<file path="config.mk">
export PLATFORM = sky130hd
export DESIGN_NAME = period_to_frequency_decimal_readout
export DESIGN_NICKNAME = d
export VERILOG_FILES = /design/src/rtl/p2f_pkg.sv /design/src/rtl/period_to_frequency_decimal_readout.sv /design/src/rtl/p2f_div_cell.sv /design/src/rtl/p2f_bcd_cell.sv /design/src/rtl/p2f_serializer.sv
export SDC_FILE = /design/constraint.sdc
export NUM_CORES = 2
export LEC_CHECK = 0
export BUFFER_PORTS_ARGS = -buffer_cell sky130_fd_sc_hd__buf_4
export CORE_AREA = 8 8 357 498
export DETAILED_ROUTE_END_ITERATION = 12
export DIE_AREA = 0 0 365 506
export PLACE_DENSITY = 0.83
export SLEW_MARGIN = 20
export SYNTH_ARGS = -nofsm -noshare
export SYNTH_HDL_FRONTEND = slang
export SYNTH_SLANG_ARGS = --single-unit
</file>
<file path="constraint.sdc">
create_clock -name clk -period 268.8 [get_ports clk]
set_input_delay 53.76 -clock clk [delete_from_list [all_inputs] [get_ports clk]]
set_output_delay 53.76 -clock clk [all_outputs]
set_load 0.02 [all_outputs]
</file>
<file path="src/rtl/p2f_pkg.sv">
package p2f_pkg;

  localparam int DIGITS   = 5;
  localparam int NCHARS   = 2 * DIGITS;
  localparam int PERIOD_W = 16;
  localparam int REF_W    = 26;
  localparam int CHAR_W   = 6;
  localparam int BCD_W    = 4 * DIGITS;
  localparam int CNT_W    = $clog2(NCHARS);

  localparam logic [REF_W-1:0]    REF_RESET  = REF_W'(16000000);
  localparam logic [PERIOD_W-1:0] FREQ_MAX   = {PERIOD_W{1'b1}};
  localparam logic [CHAR_W-1:0]   ASCII_ZERO = CHAR_W'(8'h30);

  typedef struct packed {
    logic [REF_W-1:0]    dvd;
    logic [REF_W-1:0]    quo;
    logic [PERIOD_W-1:0] rem;
    logic [PERIOD_W-1:0] dvs;
  } div_t;

  typedef struct packed {
    logic [PERIOD_W-1:0] bin_p;
    logic [PERIOD_W-1:0] bin_f;
    logic [BCD_W-1:0]    bcd_p;
    logic [BCD_W-1:0]    bcd_f;
    logic                sat;
  } bcd_t;

  // one double-dabble step: correct each digit, then shift in one binary bit
  function automatic logic [BCD_W-1:0] dabble_step(input logic [BCD_W-1:0] bcd,
                                                   input logic b);
    logic [BCD_W-1:0] adj;
    adj = bcd;
    for (int i = 0; i < DIGITS; i++) begin
      if (adj[4*i +: 4] >= 4'd5) begin
        adj[4*i +: 4] = adj[4*i +: 4] + 4'd3;
      end
    end
    return {adj[BCD_W-2:0], b};
  endfunction

endpackage

</file>
<file path="src/rtl/period_to_frequency_decimal_readout.sv">
// Period count in, ten ASCII digits out: five of the period, then five of
// reference_hz / period_count (clamped to 65535 and flagged saturated when the
// count is zero or the quotient does not fit). An item runs through 26
// restoring-division cells and 16 binary-to-BCD cells, then the serializer;
// the output gives one character per cycle while out_ready is high, and the
// next item loads as the last character of the one before is taken. The
// cell chain holds up to 42 items in flight and stalls as a whole while the
// output side is full. Write reference_hz only while the block is idle.
module period_to_frequency_decimal_readout
  import p2f_pkg::*;
(
  input  logic                clk,
  input  logic                rst,
  input  logic                reference_hz_we,
  input  logic [REF_W-1:0]    reference_hz_wdata,
  input  logic                in_valid,
  output logic                in_ready,
  input  logic [PERIOD_W-1:0] period_count,
  output logic                out_valid,
  input  logic                out_ready,
  output logic [CHAR_W-1:0]   ascii_char,
  output logic                is_frequency,
  output logic                saturated,
  output logic                last_char
);

  logic [REF_W-1:0] reference_hz;
  logic             en;
  logic             ser_ready;
  logic             div_v [0:REF_W];
  div_t             div_d [0:REF_W];
  logic             bcd_v [0:PERIOD_W];
  bcd_t             bcd_d [0:PERIOD_W];
  logic             quo_sat;

  always_ff @(posedge clk) begin
    if (rst) begin
      reference_hz <= REF_RESET;
    end else if (reference_hz_we) begin
      reference_hz <= reference_hz_wdata;
    end
  end

  // whole chain moves together when the last cell can hand off
  assign en       = !bcd_v[PERIOD_W] || ser_ready;
  assign in_ready = en;

  always_comb begin
    div_v[0]     = in_valid;
    div_d[0].dvd = reference_hz;
    div_d[0].quo = '0;
    div_d[0].rem = '0;
    div_d[0].dvs = period_count;
  end

  for (genvar i = 0; i < REF_W; i++) begin : g_div
    p2f_div_cell u_div (
      .clk       (clk),
      .rst       (rst),
      .en        (en),
      .in_valid  (div_v[i]),
      .in_data   (div_d[i]),
      .out_valid (div_v[i+1]),
      .out_data  (div_d[i+1])
    );
  end

  // a zero divisor yields an all-ones quotient, so it saturates here too
  assign quo_sat = |div_d[REF_W].quo[REF_W-1:PERIOD_W];

  always_comb begin
    bcd_v[0]       = div_v[REF_W];
    bcd_d[0].bin_p = div_d[REF_W].dvs;
    bcd_d[0].bin_f = quo_sat ? FREQ_MAX : div_d[REF_W].quo[PERIOD_W-1:0];
    bcd_d[0].bcd_p = '0;
    bcd_d[0].bcd_f = '0;
    bcd_d[0].sat   = quo_sat;
  end

  for (genvar j = 0; j < PERIOD_W; j++) begin : g_bcd
    p2f_bcd_cell u_bcd (
      .clk       (clk),
      .rst       (rst),
      .en        (en),
      .in_valid  (bcd_v[j]),
      .in_data   (bcd_d[j]),
      .out_valid (bcd_v[j+1]),
      .out_data  (bcd_d[j+1])
    );
  end

  p2f_serializer u_ser (
    .clk          (clk),
    .rst          (rst),
    .in_valid     (bcd_v[PERIOD_W]),
    .in_ready     (ser_ready),
    .in_data      (bcd_d[PERIOD_W]),
    .out_valid    (out_valid),
    .out_ready    (out_ready),
    .ascii_char   (ascii_char),
    .is_frequency (is_frequency),
    .saturated    (saturated),
    .last_char    (last_char)
  );

endmodule

</file>
<file path="src/rtl/p2f_div_cell.sv">
module p2f_div_cell
  import p2f_pkg::*;
(
  input  logic clk,
  input  logic rst,
  input  logic en,
  input  logic in_valid,
  input  div_t in_data,
  output logic out_valid,
  output div_t out_data
);

  logic [PERIOD_W:0] shifted;
  logic [PERIOD_W:0] diff;
  logic              ge;
  div_t              data_next;

  always_comb begin
    shifted = {in_data.rem, in_data.dvd[REF_W-1]};
    diff    = shifted - {1'b0, in_data.dvs};
    ge      = (shifted >= {1'b0, in_data.dvs});
    data_next.dvd = {in_data.dvd[REF_W-2:0], 1'b0};
    data_next.quo = {in_data.quo[REF_W-2:0], ge};
    data_next.rem = ge ? diff[PERIOD_W-1:0] : shifted[PERIOD_W-1:0];
    data_next.dvs = in_data.dvs;
  end

  always_ff @(posedge clk) begin
    if (rst) begin
      out_valid <= 1'b0;
    end else if (en) begin
      out_valid <= in_valid;
    end
  end

  always_ff @(posedge clk) begin
    if (en) begin
      out_data <= data_next;
    end
  end

endmodule

</file>
<file path="src/rtl/p2f_bcd_cell.sv">
module p2f_bcd_cell
  import p2f_pkg::*;
(
  input  logic clk,
  input  logic rst,
  input  logic en,
  input  logic in_valid,
  input  bcd_t in_data,
  output logic out_valid,
  output bcd_t out_data
);

  bcd_t data_next;

  always_comb begin
    data_next.bin_p = {in_data.bin_p[PERIOD_W-2:0], 1'b0};
    data_next.bin_f = {in_data.bin_f[PERIOD_W-2:0], 1'b0};
    data_next.bcd_p = dabble_step(in_data.bcd_p, in_data.bin_p[PERIOD_W-1]);
    data_next.bcd_f = dabble_step(in_data.bcd_f, in_data.bin_f[PERIOD_W-1]);
    data_next.sat   = in_data.sat;
  end

  always_ff @(posedge clk) begin
    if (rst) begin
      out_valid <= 1'b0;
    end else if (en) begin
      out_valid <= in_valid;
    end
  end

  always_ff @(posedge clk) begin
    if (en) begin
      out_data <= data_next;
    end
  end

endmodule

</file>
<file path="src/rtl/p2f_serializer.sv">
module p2f_serializer
  import p2f_pkg::*;
(
  input  logic              clk,
  input  logic              rst,
  input  logic              in_valid,
  output logic              in_ready,
  input  bcd_t              in_data,
  output logic              out_valid,
  input  logic              out_ready,
  output logic [CHAR_W-1:0] ascii_char,
  output logic              is_frequency,
  output logic              saturated,
  output logic              last_char
);

  logic                 busy;
  logic [CNT_W-1:0]     cnt;
  logic [2*BCD_W-1:0]   digs;
  logic                 sat;
  logic                 xfer;
  logic                 load;

  assign last_char    = (cnt == CNT_W'(NCHARS - 1));
  assign xfer         = busy && out_ready;
  assign in_ready     = !busy || (out_ready && last_char);
  assign load         = in_valid && in_ready;
  assign out_valid    = busy;
  assign ascii_char   = ASCII_ZERO + {2'b00, digs[2*BCD_W-1 -: 4]};
  assign is_frequency = (cnt >= CNT_W'(DIGITS));
  assign saturated    = sat;

  always_ff @(posedge clk) begin
    if (rst) begin
      busy <= 1'b0;
      cnt  <= '0;
    end else if (load) begin
      busy <= 1'b1;
      cnt  <= '0;
    end else if (xfer) begin
      if (last_char) begin
        busy <= 1'b0;
        cnt  <= '0;
      end else begin
        cnt <= cnt + 1'b1;
      end
    end
  end

  always_ff @(posedge clk) begin
    if (load) begin
      digs <= {in_data.bcd_p, in_data.bcd_f};
      sat  <= in_data.sat;
    end else if (xfer) begin
      digs <= {digs[2*BCD_W-5:0], 4'b0000};
    end
  end

endmodule

</file>
==> metrics.yaml <==
root_buffer: "clkbuf_16"
drtIter0Drc: 3586
p_leak_nw: 44.1
floorplan.die_area_um2: 185000
finalSetupViolCount: 0
async_flop_share_pct: 0
gr-total-overflow: 0
cts_hold_buf: 0
fmax_ghz: 0.00914
row_count: 180
htreeDepth: 4
status: "finished, final reports clean"
grt_max_degree: 221
final_hold_viol_count: 0
die-height_um: 506
syn_inst: 6950
n_fill_cell: 11900
worstHoldPathType: "flop to flop"
synthFlopType: "edfxtp_1"
cp_data_arrival_time_ns: 55.61
end_kind: "output port"
cts_buffers: 198
post-cts-setup-buffer-count: 0
period_needed_ns: 109.37
drt_pass1_iterations: 6
peakVddDrop_mv: 0.00825
avgViaCountPerCell: 5.66
initial_utilization_pct: 57.4
grt_pass1_vias: 56600
clk_latency_ns: 0.84
fin_crit_sh_pct: 40.7
fin_cells: 9595
portBuffers: 55
route.vias.total: 54300
cts_tree: "yes"
fin_setup_tns_ns: 0
max-cap-violations: 0
coreArea_um2: 171000
ys_ff_latch: 2202
rsz0062_at_grt: "no"
drc: 0
detailed_place_hpwl_um: 119000
placed_cells: 9225
io_pins: 58
worstPathMaxFanout: 124
drive_above_1_share_pct: 10.6
track_usage_pct: 18.7
final_common_cell: "edfxtp_1"
tightest_slew_ns: 1.20
final_cell_mix: "edfxtp_1, inv_1, ha_1, nand2_1, nor2_1"
yosysUniqueCellTypes: 93
synth_area_um2: 98000
cts_resized: 0
slew-limit-headroom_pct: 19.9
cp-start-kind: "input pin"
area_growth_syn_to_layout_pct: 9.99
powerDensity_nw_per_um2: 9.85
synth-edff-count: 2129
cts_sinks: 2202
crit_required_ns: 215.04
antenna_found_initial: 4
drt_wl_total_um: 175000
synth_sequential_area_ratio_pct: 66.7
final_nets: 7769
power.total_mw: 1.06
clockBufferDepth: 3
grt_pass1_wl_um: 281000
path_class: "input pin to output port"
clk_pin_slew_ns: 0.06
fp.dieW_um: 365
yosys_warnings: 0
wl_per_cell_um: 18.2
syn_avg_cell_area_um2: 14.1
gp_congestion: 0.897
skew_ns: 0.0373
ant_nets: 0
slew_violations: 0
## logic make-up after synthesis
| family | synth area share, % |
|---|---|
| flip-flops | 66.7 |
| AND/OR/NAND/NOR | 7.15 |
| AO/OA/AOI/OAI | 7.62 |
| buffers and inverters | 2.97 |
| adder cells (fa/ha/maj) | 7.46 |
| multiplexers | 5.27 |
| XOR/XNOR | 2.83 |
| other | 0.00382 |
## final cells by class
cell class / instances / area, µm² / area share (%)
diodes: 1 / 2.50 / 0.00232
well taps: 2275 / 2850 / 2.64
multi-input cells: 4020 / 29800 / 27.6
clock buffers: 248 / 5330 / 4.94
flip-flops and latches: 2202 / 65400 / 60.6
repair buffers: 88 / 738 / 0.685
clock inverters: 119 / 1300 / 1.20
inverters: 642 / 2420 / 2.24
## registers in the layout, summed over array words and instances, names as in the netlist
| register | flops |
|---|---|
| u_ser.cnt | 4 |
| u_ser.digs | 40 |
| u_ser.out_valid | 1 |
| reference_hz | 26 |
| g_div.u_div.out_valid | 26 |
| g_bcd.u_bcd.out_data | 596 |
| u_ser.saturated | 1 |
| g_bcd.u_bcd.out_valid | 16 |
| g_div.u_div.out_data | 1492 |
## Yosys cell counts, drive strengths merged, types with 7 or more instances
| cell | count | area, µm² |
|---|---|---|
| a2111oi | 7 | 61.3 |
| a211o | 19 | 166 |
| a211oi | 24 | 180 |
| a21boi | 21 | 158 |
| a21o | 62 | 468 |
| a21oi | 376 | 1900 |
| a31oi | 34 | 240 |
| and2 | 8 | 50.1 |
| and3 | 18 | 113 |
| buf | 49 | 358 |
| clkbuf | 38 | 143 |
| dfxtp | 73 | 1460 |
| edfxtp | 2129 | 63900 |
| fa | 24 | 480 |
| ha | 546 | 6830 |
| inv | 641 | 2410 |
| mux2 | 314 | 3740 |
| mux2i | 143 | 1430 |
| nand2 | 496 | 1860 |
| nand2b | 165 | 1030 |
| nand3 | 75 | 375 |
| nand4 | 60 | 375 |
| nor2 | 398 | 1490 |
| nor2b | 81 | 507 |
| nor3 | 78 | 390 |
| nor4 | 27 | 169 |
| o2111ai | 12 | 105 |
| o211ai | 13 | 103 |
| o21a | 99 | 744 |
| o21ai | 333 | 1690 |
| o21bai | 17 | 128 |
| o311ai | 10 | 95.1 |
| o31a | 47 | 412 |
| o31ai | 24 | 218 |
| o41ai | 24 | 255 |
| or2 | 35 | 219 |
| or3 | 23 | 149 |
| or4 | 11 | 83.8 |
| xnor2 | 245 | 2150 |
| xor2 | 72 | 631 |
## power by group
part           total, mW  switching, mW  internal [mW]
Sequential         0.502         0.0371          0.465
Clock              0.285          0.123          0.162
Combinational      0.276          0.145          0.130
## path summary, 6_finish.rpt
path / endpoint / slack, ns / cells after the start / from
hold / removal: g_div[11].u_div.out_data[82]$_DFFE_PP_ / 0.39 / 0 / g_div[10].u_div.out_data[81]$_DFFE_PP_
hold reg to reg: g_div[11].u_div.out_data[82]$_DFFE_PP_ / 0.39 / 0 / g_div[10].u_div.out_data[81]$_DFFE_PP_
setup / recovery: in_ready / 159.43 / 6 / out_ready
setup reg to reg: g_bcd[4].u_bcd.out_data[25]$_DFFE_PP_ / 261.69 / 11 / u_ser.cnt[3]$_SDFFE_PP0P_
## worst max-delay path, stage by stage
cell and delay [ns]:
buf_4 0.13, a21boi_0 0.43, and2_1 0.20, buf_4 0.39, inv_8 0.35, buf_4 0.29
## stage by stage
step | util, % | hold WS [ns] | area (µm²) | setup slack [ns]
floorplan | - | 0.400 | 98000 | 104.25
detailed placement | 59.2 | 0.405 | 101000 | 159.42
global placement | 59.2 | 0.400 | 101000 | 159.41
CTS | 63.1 | 0.396 | 108000 | 159.41
global route | 63.2 | 0.402 | 108000 | 159.27
finish | 63.2 | 0.393 | 108000 | 159.43
## layer usage
| metal | part of all wire [%] | track usage (%) |
|---|---|---|
| met1 | 35 | 18.5 |
| met2 | 56 | 36.8 |
| met3 | 3.3 | 2.78 |
| met4 | 5.5 | 10.0 |
| met5 | 0 | 0 |
No activity file was read; power rests on OpenSTA's default activity.
